==> config.mk <==
export PLATFORM = sky130hd
export DESIGN_NAME = sde_queue
export DESIGN_NICKNAME = d
export VERILOG_FILES = /design/src/hw/rtl/sde_pkg.sv /design/src/hw/rtl/sde_queue.sv
export SDC_FILE = /design/constraint.sdc
export NUM_CORES = 1
export LEC_CHECK = 0
export BUFFER_PORTS_ARGS = -buffer_cell sky130_fd_sc_hd__buf_2
export CELL_PAD_IN_SITES_DETAIL_PLACEMENT = 1
export CELL_PAD_IN_SITES_GLOBAL_PLACEMENT = 1
export CORE_ASPECT_RATIO = 0.5
export CORE_MARGIN = 2
export CORE_UTILIZATION = 44
export DETAILED_ROUTE_END_ITERATION = 16
export GPL_ROUTABILITY_DRIVEN = 0
export PLACE_DENSITY_LB_ADDON = 0.1
export SYNTH_ARGS = -nofsm -noshare
export SYNTH_HDL_FRONTEND = slang
export SYNTH_SLANG_ARGS = --single-unit
==> constraint.sdc <==
create_clock -name clk -period 5.3 [get_ports clk]
set_input_delay 0.265 -clock clk [delete_from_list [all_inputs] [get_ports clk]]
set_output_delay 0.265 -clock clk [all_outputs]
set_load 0.05 [all_outputs]
==> src/hw/rtl/sde_pkg.sv <==
// Shared types and constants of the set difference engine.
`timescale 1ns / 1ps
package sde_pkg;

  localparam int DATA_W        = 64;
  localparam int MAX_ITEMS_DEF = 64;

  // Command queue between the front and back parts.
  localparam int QUEUE_DEPTH = 2;
  localparam int QPTR_W      = (QUEUE_DEPTH > 1) ? $clog2(QUEUE_DEPTH) : 1;
  localparam int QCNT_W      = $clog2(QUEUE_DEPTH + 1);

  // One classified input item as handed to the back part.
  typedef struct packed {
    logic              do_store;
    logic              do_run;
    logic [DATA_W-1:0] first_value;
    logic [DATA_W-1:0] second_value;
  } sde_cmd_t;

  typedef enum logic [1:0] {
    ST_IDLE,
    ST_PRIME,
    ST_CMP,
    ST_FLUSH
  } sde_state_t;

endpackage

==> src/hw/rtl/sde_queue.sv <==
// Short command queue between the front and back parts.
`timescale 1ns / 1ps
module sde_queue (
  input  logic              clk,
  input  logic              rst_n,
  input  logic              push_valid,
  output logic              push_ready,
  input  sde_pkg::sde_cmd_t push_data,
  output logic              pop_valid,
  input  logic              pop_ready,
  output sde_pkg::sde_cmd_t pop_data
);
  import sde_pkg::*;

  sde_cmd_t          entries_r [QUEUE_DEPTH];
  logic [QPTR_W-1:0] wr_ptr_r;
  logic [QPTR_W-1:0] wr_ptr_nxt;
  logic [QPTR_W-1:0] rd_ptr_r;
  logic [QPTR_W-1:0] rd_ptr_nxt;
  logic [QCNT_W-1:0] count_r;
  logic [QCNT_W-1:0] count_nxt;
  logic              push;
  logic              pop;

  assign push_ready = (count_r != QCNT_W'(QUEUE_DEPTH));
  assign pop_valid  = (count_r != '0);
  assign pop_data   = entries_r[rd_ptr_r];
  assign push       = push_valid && push_ready;
  assign pop        = pop_ready && pop_valid;

  always_comb begin
    wr_ptr_nxt = wr_ptr_r;
    rd_ptr_nxt = rd_ptr_r;
    count_nxt  = count_r;
    if (push) begin
      wr_ptr_nxt = (wr_ptr_r == QPTR_W'(QUEUE_DEPTH - 1)) ? '0 : wr_ptr_r + QPTR_W'(1);
    end
    if (pop) begin
      rd_ptr_nxt = (rd_ptr_r == QPTR_W'(QUEUE_DEPTH - 1)) ? '0 : rd_ptr_r + QPTR_W'(1);
    end
    if (push && !pop) begin
      count_nxt = count_r + QCNT_W'(1);
    end else if (pop && !push) begin
      count_nxt = count_r - QCNT_W'(1);
    end
  end

  always_ff @(posedge clk) begin
    if (push) begin
      entries_r[wr_ptr_r] <= push_data;
    end
  end

  always_ff @(posedge clk) begin
    if (!rst_n) begin
      wr_ptr_r <= '0;
      rd_ptr_r <= '0;
      count_r  <= '0;
    end else begin
      wr_ptr_r <= wr_ptr_nxt;
      rd_ptr_r <= rd_ptr_nxt;
      count_r  <= count_nxt;
    end
  end

endmodule

# After elaboration in Yosys (flattened, before gate mapping)
# Memories as Yosys holds them, arrays and structs flattened. A register that Yosys moved wholly into a read port is not among the register bits.
# Cells that the tools add are included.
# totals
word_cells	25
mem_bits_rw	260
in_bits	134
reg_bits	4
output_inout_bits	132
mem_count	1
# mem_list
memory	words	word_bits	read_ports	rd_ports_with_merged_regs	wr	line	source
entries_r	2	130	1	1	1	sde_queue.sv:15	sde_cmd_t entries_r [QUEUE_DEPTH];
# classes
mux	8
n_eq_ne	1
reduce_logical	8
add_sub_neg	4
# ops
operator	n
$mux W1	6
$logic_and A1 B1 Y1	4
$mux W2	2
$reduce_bool A2 Y1	2
$add A1 B1 Y1 const B	2
$add A2 B1 Y2 const B	1
$logic_not A1 Y1	2
$ne A2 B2 Y1 const B	1
$sub A2 B1 Y2 const B	1

# Depth between registers and ports, before layout
# depth
depth_word	6
depth_mapped	6
depth_no_buf	6

# Least setup slack after synthesis
# No wires, ideal clock.
# synth_timing
path_kind	reg-to-reg
startpoint	register count_r[0]
endpoint	memory entries_r[1][0] in the netlist's numbering, enable pin
n_path_buf	0
path_slack_ns	1.071
setup_time_ns	0.505
path_stages_with_launch	3
arrival_time_ns	3.724
synth_period_minus_slack_ns	4.229
required_time_ns	4.795
path_cell_list	dfxtp_1 nand2b_4 and3_1
# synth_between
elab_chain_cells	4
# synth_rtl
item	line	source
start, declared	sde_queue.sv:20	logic [QCNT_W-1:0] count_r;
start signal, assigned	sde_queue.sv:62	count_r <= count_nxt;
$ne A2 B2 Y1	sde_queue.sv:25	assign push_ready = (count_r != QCNT_W'(QUEUE_DEPTH));
via push_ready	sde_queue.sv:7	output logic push_ready,
$logic_and A1 B1 Y1	sde_queue.sv:28	assign push = push_valid && push_ready;
$mux W1	sde_queue.sv:49	if (push) begin
$mux W1 (implied by the code)	sde_queue.sv:50	entries_r[wr_ptr_r] <= push_data;
end, declared	sde_queue.sv:15	
# The timed path passes the listed nets, and every way through them passes these cells.

==> flow_metrics.py <==
metrics = {
    "cells_and_area": {
        "drive_gt1_share_pct": 50.8,
        "area_growth_syn_to_layout_pct": 37.3,
        "num-fill-cells": 2003,
        "finalNetCount": 975,
        "layout_commonest_cell": "buf_2",
        "antenna_cells": 0,
        "fin_util_pct": 61.4,
        "final_cell_mix": "buf_2, edfxtp_1, mux2_2, dlygate4sd3_1, clkbuf_16",
        "seq_area_sq_um": 7910,
        "multi_input_comb_area_sq_um": 1610,
    },
    "global_routing": {
        "grt_pass1_wl_um": 33900,
        "grt_pass1_vias": 5917,
        "grt_overflow_total": 0,
        "antenna_found_initial": 0,
        "grt_max_degree": 68,
        "track_usage_pct": 19.5,
    },
    "power_and_ir_drop": {
        "combPwrFrac_pct": 35.3,
        "swShare_pct": 37.8,
        "p_sw_mw": 2.52,
        "intPower_mw": 4.15,
        "vdd_ir_drop_max_v": 0.000368,
        "leakagePower_nw": 4.95,
        "clkPwrFrac_pct": 23.3,
        "seq_power_share_pct": 41.4,
        "power_density_nw_per_um2": 503,
    },
    "sta": {
        "skew_ps": 16.8,
        "setup_viol": 0,
        "hold_viol_final": 0,
        "fmax_mhz": 336,
        "fin_tns_setup_ps": 0,
        "period_needed_ps": 2970,
        "tightest_slew_ps": 944,
        "timing.slew.headroom_pct": 37.1,
        "drv_slew": 0,
        "rsz0062_at_grt": "no",
        "fin_crit_sh_pct": 56.1,
    },
    "worst_setup_path": {
        "arrival_ps": 2710,
        "cpPeakStageDelay_ps": 930,
        "r2r_setup_slack_ps": 2830,
        "cp_data_required_time_ps": 5040,
        "endpoint_kind": "output port",
        "worst_setup_path_start_kind": "flop",
        "criticalPathCategory": "flop to output port",
        "r2r_end": "entries_r[0][59]",
        "crit_path_max_fanout": 65,
        "crit_path_end": "pop_data[54]",
        "cp_cell_sequence": "buf_4, mux2_2, buf_2",
        "cp_slowest_cell": "dfxtp_4",
        "r2r_cells": 4,
        "rr_startpoint": "count_r[0]",
    },
    "drt": {
        "ant_nets": 0,
        "drtIter0Drc": 319,
        "viasPerCell": 4.71,
        "wire_per_inst_um": 19.6,
        "vias": 5450,
        "post-route-drc-count": 0,
        "firstDrtPassIters": 4,
        "wl_um": 22600,
    },
    "floorplanning": {
        "fp-row-count": 38,
        "die_area_sq_um": 23200,
        "initial_core_util_pct": 44.7,
        "die_w_um": 213,
        "core_area_sq_um": 21600,
        "die-height_um": 109,
        "ios": 266,
    },
    "synth": {
        "ys_ff_latch": 265,
        "avgSynthCellArea_sq_um": 22.5,
        "ys_types": 21,
        "syn_inst": 428,
        "syn_area_sq_um": 9650,
        "yosysWarnings": 0,
        "synth_nets": 563,
        "synth-seq-area-share_pct": 82.0,
    },
    "clocking": {
        "cts_sinks": 265,
        "cts_resized": 0,
        "root_buffer": "clkbuf_16",
        "clk_latency_ps": 510,
        "clkSlewWorstSetupHoldPaths_ps": 60,
        "htreeDepth": 1,
        "cts_tree": "done",
        "numCtsBuffers": 23,
        "clockBufferDepth": 3,
        "post_cts_buffers": 0,
    },
    "placed_design": {
        "hpwl_um": 14000,
        "numPortBuffers": 265,
    },
    "hold_path": {
        "hold_start": "rst_n",
        "hold_class": "primary input to flop",
    },
    "status": {
        "outcome": "completed",
    },
    "flow_run": {
        "max_cap_viol_count": 0,
    },
}
==> cell type report <==
class / count / share of cell area (%)
Multi-Input combinational cell: 148 / 12.1
Clock inverter: 11 / 0.548
Clock buffer: 30 / 4.54
Sequential cell: 265 / 59.7
Inverter: 1 / 0.0472
Tap cell: 300 / 2.83
Timing Repair Buffer: 401 / 20.2
==> synth_stat cells <==
cell / number / area, sq um
xnor2_1: 2 / 17.5
mux2_2: 130 / 1460
and2_1: 4 / 25.0
inv_1: 1 / 3.75
edfxtp_1: 260 / 7810
a21boi_1: 1 / 7.51
nand3b_1: 1 / 7.51
xor2_1: 1 / 8.76
buf_4: 1 / 7.51
o21ai_1: 1 / 5.00
dfxtp_1: 5 / 100
or2_2: 1 / 6.26
o21ai_0: 1 / 5.00
ha_1: 1 / 12.5
nand2b_4: 1 / 13.8
or3_1: 1 / 6.26
buf_6: 10 / 113
a21bo_2: 1 / 10.0
and3_1: 1 / 6.26
a21boi_0: 1 / 7.51
buf_2: 3 / 15.0
==> kinds of logic after synthesis <==
logic type	share of synthesized area [%]
xor gates and xnor gates	0.272
buffers and inverters	1.44
and+or+nand+nor	0.674
AOI/OAI and AO/OA	0.363
adders and majority gates	0.130
DFF	82.0
muxes	15.2
==> registers in the layout, summed over array words and instances (netlist names), named ones only <==
name and flops:
count_r 2, entries_r 260, rd_ptr_r 1, wr_ptr_r 1
==> critical path: cells and delay by family (launching register included) <==
| family | cells | cell delay [ps] |
|---|---|---|
| buffers and inverters | 2 | 780 |
| flip-flops | 1 | 930 |
| multiplexers | 1 | 400 |
==> worst min path at each step <==
| stage | endpoint | cells past startpoint |
|---|---|---|
| finish | rd_ptr_r | 2 |
| global placement | entries_r[1][34] | 1 |
| floorplan | entries_r[0][0] | 0 |
| detailed placement | entries_r[0][100] | 1 |
| global route | rd_ptr_r | 2 |
| CTS | rd_ptr_r | 2 |
==> metrics by stage <==
step	worst slack (ps)	std cells	total power [mW]	hold slack (ps)	cell area, sq um
floorplan	1070	428	4.61	364	9650
global placement	2850	985	5.06	453	11300
detailed placement	2830	985	5.09	457	11300
CTS	2280	1156	6.74	21.2	13200
global route	2180	1156	6.94	20.4	13200
finish	2330	1156	6.67	38.5	13200
==> routing by layer <==
layer / part of all wire (%) / up-vias / track usage, % / wire length [um]
li1: - / 2525 / - / -
met1: 41 / 2759 / 24.1 / 9170
met2: 52 / 141 / 34.9 / 11800
met3: 6.0 / 25 / 5.82 / 1370
met4: 1.3 / 0 / 3.22 / 285
met5: 0 / - / 0 / 0
==> power by group through the flow <==
stage / clock, mW / sequential, mW / combinational (mW)
final: 1.56 / 2.76 / 2.35
after global routing: 1.68 / 2.79 / 2.46
after CTS: 1.61 / 2.76 / 2.37
after detailed placement: 0 / 2.81 / 2.28
after global placement: 0 / 2.79 / 2.26
after floorplan: 0 / 2.74 / 1.87
==> repair_timing <==
| item | in CTS | in global routing |
|---|---|---|
| hold buffers | 130 | 0 |
| setup endpoints to repair | 0 | 0 |
| hold endpoints to repair | 260 | 0 |
No activity file was read; power rests on OpenSTA's default activity.
