**src/hw/rtl/sde_pkg.sv**
```systemverilog
// Shared types and constants of the set difference engine.
`timescale 1ns / 1ps
package sde_pkg;

  localparam int DATA_W        = 64;
  localparam int MAX_ITEMS_DEF = 64;

  // Command queue between the front and back parts.
  localparam int QUEUE_DEPTH = 2;
  localparam int QPTR_W      = (QUEUE_DEPTH > 1) ? $clog2(QUEUE_DEPTH) : 1;
  localparam int QCNT_W      = $clog2(QUEUE_DEPTH + 1);

  // One classified input item as handed to the back part.
  typedef struct packed {
    logic              do_store;
    logic              do_run;
    logic [DATA_W-1:0] first_value;
    logic [DATA_W-1:0] second_value;
  } sde_cmd_t;

  typedef enum logic [1:0] {
    ST_IDLE,
    ST_PRIME,
    ST_CMP,
    ST_FLUSH
  } sde_state_t;

endpackage

```
**src/hw/rtl/sde_front.sv**
```systemverilog
// Front part: accepts pairs and classifies them as store, drop and run start.
`timescale 1ns / 1ps
module sde_front #(
  parameter int MAX_ITEMS = sde_pkg::MAX_ITEMS_DEF
) (
  input  logic                        clk,
  input  logic                        rst_n,
  input  logic                        in_tvalid,
  output logic                        in_tready,
  input  logic [2*sde_pkg::DATA_W-1:0] in_tdata,
  input  logic                        in_tlast,
  output logic                        cmd_valid,
  input  logic                        cmd_ready,
  output sde_pkg::sde_cmd_t           cmd
);
  import sde_pkg::*;

  localparam int CNT_W = $clog2(MAX_ITEMS + 1);

  logic [CNT_W-1:0] count_r;
  logic [CNT_W-1:0] count_nxt;
  logic             room;
  logic             accept;

  assign in_tready = cmd_ready;
  assign accept    = in_tvalid && cmd_ready;
  assign room      = (count_r < CNT_W'(MAX_ITEMS));

  // Pairs that arrive once the lists are full are dropped, but a final
  // pair still starts the comparison.
  always_comb begin
    cmd.do_store     = room;
    cmd.do_run       = in_tlast;
    cmd.first_value  = in_tdata[DATA_W-1:0];
    cmd.second_value = in_tdata[2*DATA_W-1:DATA_W];
    cmd_valid        = in_tvalid;
    count_nxt        = count_r;
    if (accept) begin
      if (in_tlast) begin
        count_nxt = '0;
      end else if (room) begin
        count_nxt = count_r + CNT_W'(1);
      end
    end
  end

  always_ff @(posedge clk) begin
    if (!rst_n) begin
      count_r <= '0;
    end else begin
      count_r <= count_nxt;
    end
  end

endmodule

```
**config.mk**
```make
export PLATFORM = sky130hd
export DESIGN_NAME = sde_front
export DESIGN_NICKNAME = d
export VERILOG_FILES = /design/src/hw/rtl/sde_pkg.sv /design/src/hw/rtl/sde_front.sv
export SDC_FILE = /design/constraint.sdc
export NUM_CORES = 1
export LEC_CHECK = 0
export BUFFER_PORTS_ARGS = -buffer_cell sky130_fd_sc_hd__buf_2
export CORE_AREA = 5 5 101 103
export CTS_CLUSTER_DIAMETER = 100
export DETAILED_ROUTE_END_ITERATION = 7
export DIE_AREA = 0 0 106 108
export MAX_ROUTING_LAYER = met4
export PLACE_DENSITY_LB_ADDON = 0.1
export SETUP_SLACK_MARGIN = 0.02
export SYNTH_ARGS = -nofsm -noshare
export SYNTH_HDL_FRONTEND = slang
export SYNTH_SLANG_ARGS = --single-unit
```
**constraint.sdc**
```tcl
create_clock -name clk -period 1.6 [get_ports clk]
set_input_delay 0.16 -clock clk [delete_from_list [all_inputs] [get_ports clk]]
set_output_delay 0.16 -clock clk [all_outputs]
set_load 0.03 [all_outputs]
```
* Word level (Yosys, flattened, before mapping)
Index checks and enable logic that the tools add are counted.
Storage, ports and cells: flip-flop bits (word level) 7, bits of input ports 133, output and inout bits 132, logic and storage cells 8
Operators by class: add/sub/neg operators 1, order comparisons 1, mux-type cells 2, reduce and logical (&&, ||, !) cells 3
Operators by type and width (count):
- 7-bit two-way mux | 2
- 7-bit by 1-bit adder with 7-bit output, second input constant | 1
- 7-bit < comparator, second input constant | 1
- 2-bit AND reduction | 1
- 2-bit nonzero test | 1
- 1-bit logical AND | 1

* Depth between registers and ports, before layout
Gate-level depths: netlist of the first run.
depth after elaboration 3, mapped depth 4, gate-level depth less buffers 4

* Worst setup path before layout of the first run
OpenSTA, ideal clock, no wires.
path type register -> register, start point register count_r[0], end point register count_r[2], library setup time 0.070 ns, arrival 1.157 ns, required time 1.530 ns, path slack 0.373 ns, stages on the path, launching flop included 5, buffers on the path 0, clock period less this slack 1.227 ns, cells stage by stage dfxtp_1 ha_1 inv_1 or4_1 a21oi_1
Between the ends: word-level cells in the longest chain between the ends 3, elaborated cells between the ends (all ways) 6, classes of those cells 1 x add/sub; 1 x order compare; 2 x mux; 2 x reduce/logical
Ends and longest elaborated chain:
- start, declared | line sde_front.sv:20 | logic [CNT_W-1:0] count_r;
- start signal, assigned | line sde_front.sv:51 | count_r <= count_nxt;
- 7-bit by 1-bit adder with 7-bit output or 7-bit < comparator (tied branches) | line sde_front.sv:42, sde_front.sv:27
- 7-bit two-way mux or 2-bit nonzero test (tied branches)
- 7-bit two-way mux or 2-bit AND reduction (tied branches)
Parallel ways exist; a longest one is shown, timed or not. The select of a mux whose other input is x is not followed. A chain may end at the register's enable or synchronous reset.

* Worst setup path in the final report of the first run
Same ends and word-level chain as after synthesis.

==> impl_metrics.json, run 1 <==
{
  "drt-initial-drc-count": 20,
  "rrSetupSlack_ns": 0.27,
  "r2r-start": "count_r[0]$_SDFFE_PN0P_",
  "grt_max_degree": 10,
  "rows": 35,
  "ant_nets": 0,
  "postCtsSetupRepairBufs": 0,
  "seq_area_frac_synth_pct": 10.3,
  "area_growth_pct": -56.7,
  "setup-tns-final_ns": 0,
  "seqCellArea_um2": 140,
  "n_antenna_cell": 0,
  "critical_path_required_ns": 1.75,
  "ys_warn_count": 0,
  "dp_hpwl_mm": 2.29,
  "synth_area_leader_cell": "buf_4",
  "fin_nets": 189,
  "top_regs": "count_r (7)",
  "drv_cap": 0,
  "io_pins": 265,
  "dr_wl_met3_um": 594,
  "holdBufCountCts": 0,
  "drc": 0,
  "grt_pass1_wl_mm": 3.51,
  "cp-startpoint": "count_r[0]$_SDFFE_PN0P_",
  "dieArea_um2": 11400,
  "met2WireLength_mm": 1.18,
  "place_congestion": 0.574,
  "worstSetupStartpointType": "register",
  "synthArstFlopShare_pct": 0,
  "multi_input_area_um2": 213,
  "reg2reg_to": "count_r[2]$_SDFFE_PN0P_",
  "path_delay_family": "simple AND/OR/NAND/NOR gates",
  "synthTopCellsByCount": "132 x buf_4, 7 x dfxtp_1, 5 x nand3_1",
  "cpMaxStageDelayCell": "or4_1",
  "grt_pass1_vias": 506,
  "rsz0062_at_grt": "no",
  "cts_buffers": 3,
  "swShare_pct": 23.5,
  "initial_core_util_pct": 14.9,
  "met1_length_um": 570,
  "netlist.area_leader.share_pct": 72.9,
  "vias_per_cell": 2.88,
  "p_int_mw": 0.361,
  "dr.pass1.iters": 3,
  "min_path_type": "in2reg",
  "drive_above_1_share_pct": 22.2,
  "syn-num-nets": 309,
  "die_w_um": 106,
  "irDropWorstVdd_mv": 0.199,
  "routedWlPerCell_um": 16.4,
  "synth.distinct_cells": 20,
  "synth-seq-cells": 7,
  "path_clk_slew_ns": 0.04,
  "status": "completed",
  "cts_buffer_depth": 2,
  "synthFlopType": "dfxtp_1",
  "vias": 476,
  "top_register": "count_r",
  "tightest_slew_ns": 0.487,
  "finalSetupViolations": 0,
  "skew_ns": 0.00115,
  "dr.max_layer_used": "met4",
  "largest_register_ffs": 7,
  "min_from": "in_tlast",
  "finalCritPeriodShare_pct": 83.3,
  "max_freq_mhz": 750,
  "synthMostInstantiatedCell": "buf_4",
  "ys_top_cells_by_area": "buf_4 73%, dfxtp_1 10%, mux2i_1 2.2%",
  "cp.buffers_inverters": 1,
  "min_period_ns": 1.33,
  "ff2ff_path_depth": 4,
  "seqPwrFrac_pct": 37.7,
  "core-area_um2": 9110,
  "antenna_found_initial": 0,
  "ctsResizeCount": 0,
  "critical_path_class": "reg2reg",
  "synth_edf_count": 0,
  "filler_cell_count": 1076,
  "powerDensity_nw_per_um2": 802,
  "path_depth": 4,
  "insertion_delay_ns": 0.23,
  "cts-root-buf": "clkbuf_8",
  "fin_util_pct": 6.46,
  "netlist_area_um2": 1360,
  "cp_slowest_stage_delay_ns": 0.50,
  "p_clk_share_pct": 54.2,
  "combPwrFrac_pct": 8.1,
  "grt_usage_pct": 4.42,
  "synthCells": 175,
  "crit_fanout": 4,
  "slew_viol_final": 0,
  "htreeDepth": 1,
  "arrival_ns": 1.49,
  "wl_mm": 2.70,
  "p_sw_mw": 0.111,
  "numPortBuffers": 8,
  "crit_chain": "ha_1, inv_1, or4_1, a21oi_1",
  "tritoncts": "built",
  "critPathCaptureType": "register",
  "syn_area_per_cell_um2": 7.76,
  "clock_sinks": 7,
  "slew_headroom_pct": 67.5,
  "die_height_um": 108,
  "crit_path_end": "count_r[2]$_SDFFE_PN0P_",
  "final-hold-violation-count": 0,
  "overflow": 0,
  "leakage_nw": 0.162
}
==> area by class of cell <==
class,count,share of cell area [%]
Timing Repair Buffer,8,6.81
Inverter,3,1.91
Multi-Input combinational cell,32,36.2
Tap cell,111,23.6
Clock buffer,4,7.66
Sequential cell,7,23.8
==> power groups by stage <==
stage | Combinational, mW | Sequential (mW) | Clock [mW]
after floorplan | 0.626 | 0.180 | 0
after CTS | 0.0390 | 0.178 | 0.269
after detailed placement | 0.0390 | 0.181 | 0
after global routing | 0.0415 | 0.178 | 0.278
after global placement | 0.0397 | 0.181 | 0
final | 0.0380 | 0.178 | 0.256
==> cell usage in the layout (no fill, tap or decap), drive strengths merged <==
cell	synthesis	layout
a21boi	2	2
a21oi	1	1
buf	133	8
clkbuf	0	4
dfxtp	7	7
ha	1	1
inv	3	3
mux2i	3	3
nand2	4	4
nand3	5	5
nand3b	3	3
nand4	1	1
nor2b	2	2
nor4	3	3
o21ai	3	3
o31ai	1	1
or4	2	2
or4b	1	1
==> worst min-delay path by stage <==
stage,endpoint,slack [ns],cells after the start
3_3_place_gp,cmd[100],0.32,0
5_1_grt,count_r[0]$_SDFFE_PN0P_,0.29,2
2_1_floorplan,count_r[1]$_SDFFE_PN0P_,0.34,2
6_report,count_r[1]$_SDFFE_PN0P_,0.27,3
4_1_cts,count_r[1]$_SDFFE_PN0P_,0.27,3
3_5_place_dp,cmd[100],0.32,0
==> per-layer routing <==
layer | track usage [%] | vias to the layer above
li1 | - | 181
met1 | 2.26 | 191
met2 | 6.06 | 56
met3 | 4.30 | 48
met4 | 6.85 | 0
met5 | - | -
==> cells by family after synthesis <==
kind of cell               count (synthesis)  synth area share (%)
and+or+nand+nor                           21                  9.39
adders and majority gates                  1                 0.921
muxes                                      3                  2.21
buffers and inverters                    136                  74.0
DFF                                        7                  10.3
AOI/OAI and AO/OA                          7                  3.13
==> per-stage QoR <==
stage	cell area, µm²	instances	setup slack [ns]	power (mW)	hold slack (ns)
floorplan	1360	175	0.373	0.807	0.342
global placement	543	161	0.292	0.220	0.320
detailed placement	543	161	0.272	0.220	0.320
CTS	588	165	0.256	0.486	0.272
global route	588	165	0.181	0.497	0.286
finish	588	165	0.267	0.472	0.272
==> worst register-to-register path: stages, from the launching register on <==
cell,delay [ns]
dfxtp_1,0.36
ha_1,0.18
inv_1,0.06
or4_1,0.50
a21oi_1,0.16
No activity file was read; power rests on OpenSTA's default activity.
==> inputs of run 2 (changes only) <==
--- a/config.mk
+++ b/config.mk
@@ -5,11 +5,12 @@
 export SDC_FILE = /design/constraint.sdc
 export NUM_CORES = 1
 export LEC_CHECK = 0
+export ABC_AREA = 1
 export BUFFER_PORTS_ARGS = -buffer_cell sky130_fd_sc_hd__buf_2
-export CORE_AREA = 5 5 101 103
+export CORE_AREA = 5 5 98 100
 export CTS_CLUSTER_DIAMETER = 100
 export DETAILED_ROUTE_END_ITERATION = 7
-export DIE_AREA = 0 0 106 108
+export DIE_AREA = 0 0 103 105
 export MAX_ROUTING_LAYER = met4
 export PLACE_DENSITY_LB_ADDON = 0.1
 export SETUP_SLACK_MARGIN = 0.02
==> constraint.sdc (replaced) <==
create_clock -name clk -period 1.07 [get_ports clk]
set_input_delay 0.107 -clock clk [delete_from_list [all_inputs] [get_ports clk]]
set_output_delay 0.107 -clock clk [all_outputs]
set_load 0.03 [all_outputs]
==> impl_metrics.json, run 2 <==
{
  "status": "completed",
  "synthTopCellsByCount": "132 x buf_4, 11 x nand2_1, 9 x inv_1",
  "worstSetupStartpointType": "register",
  "slew_viol_final": 0,
  "synth_fa_ha_area_share_pct": 0.917,
  "seqCellArea_um2": 146,
  "yosys.area_share.simple_pct": 9.08,
  "leakage_nw": 0.224,
  "seq_area_frac_synth_pct": 10.3,
  "min_path_type": "in2reg",
  "filler_cell_count": 1020,
  "cpMaxStageDelayCell": "dfxtp_4",
  "io_pins": 265,
  "synthArstFlopShare_pct": 0,
  "largest_register_ffs": 7,
  "critical_path_required_ns": 1.19,
  "finalSetupViolations": 0,
  "clock_sinks": 7,
  "die_height_um": 105,
  "grt_pass1_wl_mm": 2.97,
  "core-area_um2": 8590,
  "numPortBuffers": 8,
  "synth.distinct_cells": 16,
  "final-hold-violation-count": 0,
  "synth_edf_count": 0,
  "final_cell_mix": "10 x nand2_1, 9 x inv_1, 8 x buf_2",
  "drv_cap": 0,
  "slew_headroom_pct": 83.8,
  "dieArea_um2": 10800,
  "synth_top_family_by_area": "buffers and inverters",
  "rows": 34,
  "top_regs": "count_r (7)",
  "vias": 514,
  "synth_xor_area_share_pct": 0,
  "ys_warn_count": 0,
  "whs_ns": 0.133,
  "drt-initial-drc-count": 21,
  "hold-path-endpoint": "count_r[0]$_SDFFE_PN0P_",
  "drc": 0,
  "reg2reg_to": "count_r[4]$_SDFFE_PN0P_",
  "antenna_found_initial": 0,
  "area_growth_pct": -51.5,
  "vias_per_cell": 2.87,
  "syn_area_per_cell_um2": 7.29,
  "overflow": 0,
  "place_congestion": 0.603,
  "tightest_slew_ns": 0.241,
  "grt_pass1_vias": 551,
  "min_from": "rst_n",
  "n_antenna_cell": 0,
  "initial_core_util_pct": 15.9,
  "skew_ns": 0.00210,
  "irDropWorstVdd_mv": 0.224,
  "htreeDepth": 1,
  "synthMostInstantiatedCell": "buf_4",
  "die_w_um": 103,
  "tritoncts": "built",
  "rsz0062_at_grt": "yes",
  "synth-compound-area-share_pct": 4.31,
  "finalCritPeriodShare_pct": 92.9,
  "drive_above_1_share_pct": 39.4,
  "synthMuxAreaShare_pct": 0,
  "synth_area_leader_cell": "buf_4",
  "dp_hpwl_mm": 1.76,
  "syn-num-nets": 321,
  "crit_chain": "ha_4, inv_1, nor2_2, nand2_1, o21ai_1, nor2_1",
  "routedWlPerCell_um": 12.0,
  "grt_max_degree": 8,
  "fin_nets": 206,
  "rrSetupSlack_ns": 0.08,
  "crit_fanout": 3,
  "holdBufCountCts": 0,
  "wl_mm": 2.15,
  "critPathCaptureType": "register",
  "cts_buffer_depth": 2,
  "arrival_ns": 1.12,
  "min_period_ns": 0.994,
  "layout_commonest_cell": "nand2_1",
  "grt_usage_pct": 3.96,
  "setup-tns-final_ns": 0,
  "hold_depth": 3,
  "insertion_delay_ns": 0.23,
  "netlist_area_um2": 1360,
  "r2r-start": "count_r[1]$_SDFFE_PN0P_",
  "synthCells": 187,
  "ff2ff_path_depth": 6,
  "top_register": "count_r",
  "path_clk_slew_ns": 0.04,
  "path_delay_family": "flip-flops",
  "ys_top_cells_by_area": "buf_4 73%, dfxtp_1 10%, nand2_1 3.0%",
  "cp_slowest_stage_delay_ns": 0.36,
  "synth-seq-cells": 7,
  "synthFlopType": "dfxtp_1",
  "cts-root-buf": "clkbuf_8",
  "cts_buffers": 3,
  "dr.pass1.iters": 2,
  "totalPowerFinal_mw": 0.728,
  "max_freq_mhz": 1010,
  "cp.buffers_inverters": 1,
  "ant_nets": 0,
  "powerDensity_nw_per_um2": 1100,
  "postCtsSetupRepairBufs": 0,
  "netlist.area_leader.share_pct": 72.7,
  "critical_path_class": "reg2reg",
  "multi_input_area_um2": 220
}
## run 2: how the worst max path moves through the flow
stage	startpoint	to	slack [ns]	cells past startpoint
global placement	count_r[0]$_SDFFE_PN0P_	count_r[4]$_SDFFE_PN0P_	0.02	6
CTS	count_r[0]$_SDFFE_PN0P_	count_r[4]$_SDFFE_PN0P_	0.03	6
global route	count_r[1]$_SDFFE_PN0P_	count_r[4]$_SDFFE_PN0P_	0.02	6
floorplan	count_r[1]$_SDFFE_PN0P_	count_r[4]$_SDFFE_PN0P_	0.04	6
detailed placement	count_r[0]$_SDFFE_PN0P_	count_r[4]$_SDFFE_PN0P_	-0.0007	6
finish	count_r[1]$_SDFFE_PN0P_	count_r[4]$_SDFFE_PN0P_	0.08	6
## run 2: through the flow
| stage | instances | area, µm² | setup WS [ns] | util [%] |
|---|---|---|---|---|
| floorplan | 187 | 1360 | 0.0360 | - |
| global placement | 175 | 578 | 0.0195 | 6.73 |
| detailed placement | 175 | 578 | -0.000695 | 6.73 |
| CTS | 179 | 626 | 0.0309 | 7.28 |
| global route | 179 | 662 | 0.0152 | 7.70 |
| finish | 179 | 662 | 0.0758 | 7.70 |
## run 2: area by class of cell
class                           instances  area share [%]
Multi-Input combinational cell         38            33.3
Sequential cell                         7            22.1
Tap cell                              108            20.4
Timing Repair Buffer                   12            11.7
Clock buffer                            4            6.81
Inverter                               10            5.67
## run 2: timing repair
action	4_1_cts	5_1_grt
setup endpoints to repair	1	3
gates resized for setup	1	11
pin swaps	0	8
hold endpoints to repair	0	0
## run 2: kinds of logic after synthesis
family,after synthesis
compound gates,9
fa+ha+maj,1
buf+inv,142
flops,7
simple gates,28
## run 2: worst reg2reg max path, cell delays in order (launching register included)
cell     delay, ns
dfxtp_4       0.36
ha_4          0.13
inv_1         0.04
nor2_2        0.11
nand2_1       0.07
o21ai_1       0.14
nor2_1        0.05
## run 2: power breakdown
| group | switching (mW) | internal [mW] |
|---|---|---|
| combinational | 0.0490 | 0.0269 |
| clock | 0.126 | 0.259 |
| sequential | 0.00357 | 0.264 |
## run 2: layer usage
metal	share of wire, %	GRT usage [%]	wire, µm
met1	25	2.27	533
met2	39	4.72	846
met3	22	3.33	479
met4	14	7.22	295
met5	0	-	0
==> inputs of run 3 (changes only) <==
--- a/config.mk
+++ b/config.mk
@@ -11,7 +11,6 @@
 export CTS_CLUSTER_DIAMETER = 100
 export DETAILED_ROUTE_END_ITERATION = 7
 export DIE_AREA = 0 0 103 105
-export MAX_ROUTING_LAYER = met4
 export PLACE_DENSITY_LB_ADDON = 0.1
 export SETUP_SLACK_MARGIN = 0.02
 export SYNTH_ARGS = -nofsm -noshare
==> impl_metrics.json, run 3 (synthesis gave the netlist of run 2 again) <==
{
  "cp.buffers_inverters": 1,
  "wl_mm": 2.15,
  "crit_fanout": 3,
  "dieArea_um2": 10800,
  "layout_commonest_cell": "nand2_1",
  "placed_area_um2": 578,
  "dp_hpwl_mm": 1.76,
  "cp_slowest_stage_delay_ns": 0.36,
  "rsz0062_at_grt": "yes",
  "powerDensity_nw_per_um2": 1100,
  "max_freq_mhz": 1010,
  "insertion_delay_ns": 0.23,
  "top_regs": "count_r (7)",
  "initial_core_util_pct": 15.9,
  "drv_cap": 0,
  "die_w_um": 103,
  "top_register": "count_r",
  "irDropWorstVdd_mv": 0.224,
  "clock_sinks": 7,
  "whs_ns": 0.133,
  "worstSetupStartpointType": "register",
  "min_period_ns": 0.994,
  "final-hold-violation-count": 0,
  "area_growth_pct": -51.5,
  "numPortBuffers": 8,
  "seqPwrFrac_pct": 36.7,
  "swShare_pct": 24.5,
  "holdBufCountCts": 0,
  "io_pins": 265,
  "routedWlPerCell_um": 12.0,
  "p_clk_share_pct": 52.9,
  "setup-tns-final_ns": 0,
  "totalPowerFinal_mw": 0.728,
  "core-area_um2": 8590,
  "vias_per_cell": 2.88,
  "status": "completed",
  "htreeDepth": 1,
  "stdcell_area_um2": 662,
  "largest_register_ffs": 7,
  "place_congestion": 0.599,
  "tightest_slew_ns": 0.241,
  "drc": 0,
  "finalCritPeriodShare_pct": 92.9,
  "skew_ns": 0.00210,
  "fin_nets": 206,
  "rows": 34,
  "slew_viol_final": 0,
  "ant_nets": 0,
  "antenna_found_initial": 0,
  "critPathCaptureType": "register",
  "grt_pass1_vias": 553,
  "finalSetupViolations": 0,
  "cts_buffers": 3,
  "postCtsSetupRepairBufs": 0,
  "fin_util_pct": 7.70,
  "critical_path_class": "reg2reg",
  "path_clk_slew_ns": 0.04,
  "slew_headroom_pct": 83.8,
  "grt_pass1_wl_mm": 2.97,
  "cpMaxStageDelayCell": "dfxtp_4",
  "grt_usage_pct": 3.85,
  "critical_path_required_ns": 1.19,
  "overflow": 0,
  "n_antenna_cell": 0,
  "p_sw_mw": 0.179,
  "crit_chain": "ha_4, inv_1, nor2_2, nand2_1, o21ai_1, nor2_1",
  "vias": 516,
  "p_int_mw": 0.549,
  "combPwrFrac_pct": 10.4,
  "final_cell_mix": "10 x nand2_1, 9 x inv_1, 8 x buf_2",
  "drive_above_1_share_pct": 39.4,
  "dr.pass1.iters": 2,
  "leakage_nw": 0.224,
  "die_height_um": 105,
  "tritoncts": "built",
  "cts-root-buf": "clkbuf_8",
  "path_delay_family": "flip-flops",
  "min_path_type": "in2reg",
  "cts_buffer_depth": 2,
  "grt_max_degree": 8,
  "arrival_ns": 1.12,
  "drt-initial-drc-count": 15
}
[run 3: cell counts in the layout (fill, tap and decap cells not counted)]
No cell type changed its count.
[run 3: routing by layer]
| metal | wire [µm] | GRT usage, % |
|---|---|---|
| met5 | 0 | 0 |
| met4 | 320 | 7.22 |
| met3 | 478 | 3.33 |
| met2 | 818 | 4.72 |
| met1 | 533 | 2.27 |
[run 3: layout make-up]
| cell class | instances | area, µm² |
|---|---|---|
| multi-input cells | 38 | 220 |
| fillers | 1020 | 7930 |
| flip-flops and latches | 7 | 146 |
| inverters | 10 | 37.5 |
| clock buffers | 4 | 45.0 |
| well taps | 108 | 135 |
| repair buffers | 12 | 77.6 |
[run 3: power by group through the flow]
stage                     clock network [mW]  registers, mW  logic [mW]
after floorplan                            0          0.272       0.946
after global placement                     0          0.271      0.0747
after detailed placement                   0          0.271      0.0740
after CTS                              0.405          0.267      0.0742
after global routing                   0.413          0.267      0.0829
final                                  0.385          0.267      0.0759
[run 3: path summary, 6_finish.rpt]
kind	start	to	slack, ns	depth (start not counted)
max reg2reg	count_r[1]$_SDFFE_PN0P_	count_r[4]$_SDFFE_PN0P_	0.08	6
min reg2reg	count_r[5]$_SDFFE_PN0P_	count_r[5]$_SDFFE_PN0P_	0.52	4
min	rst_n	count_r[0]$_SDFFE_PN0P_	0.13	3
max	count_r[1]$_SDFFE_PN0P_	count_r[4]$_SDFFE_PN0P_	0.08	6
[run 3: worst register-to-register path, cell delays in order (launching register included)]
cell and delay, ns:
dfxtp_4 0.36, ha_4 0.13, inv_1 0.04, nor2_2 0.11
nand2_1 0.07, o21ai_1 0.14, nor2_1 0.05
[run 3: what timing repair did]
action | in CTS | in global routing
resized for setup | 1 | 11
endpoints found under the hold margin | 0 | 0
setup endpoints to repair | 1 | 3
pin swaps | 0 | 8
[run 3: stage by stage]
step | instances | setup slack, ns
2_1_floorplan | 187 | 0.0360
5_1_grt | 179 | 0.0152
6_report | 179 | 0.0758
3_3_place_gp | 175 | 0.0195
3_5_place_dp | 175 | -0.000695
4_1_cts | 179 | 0.0309
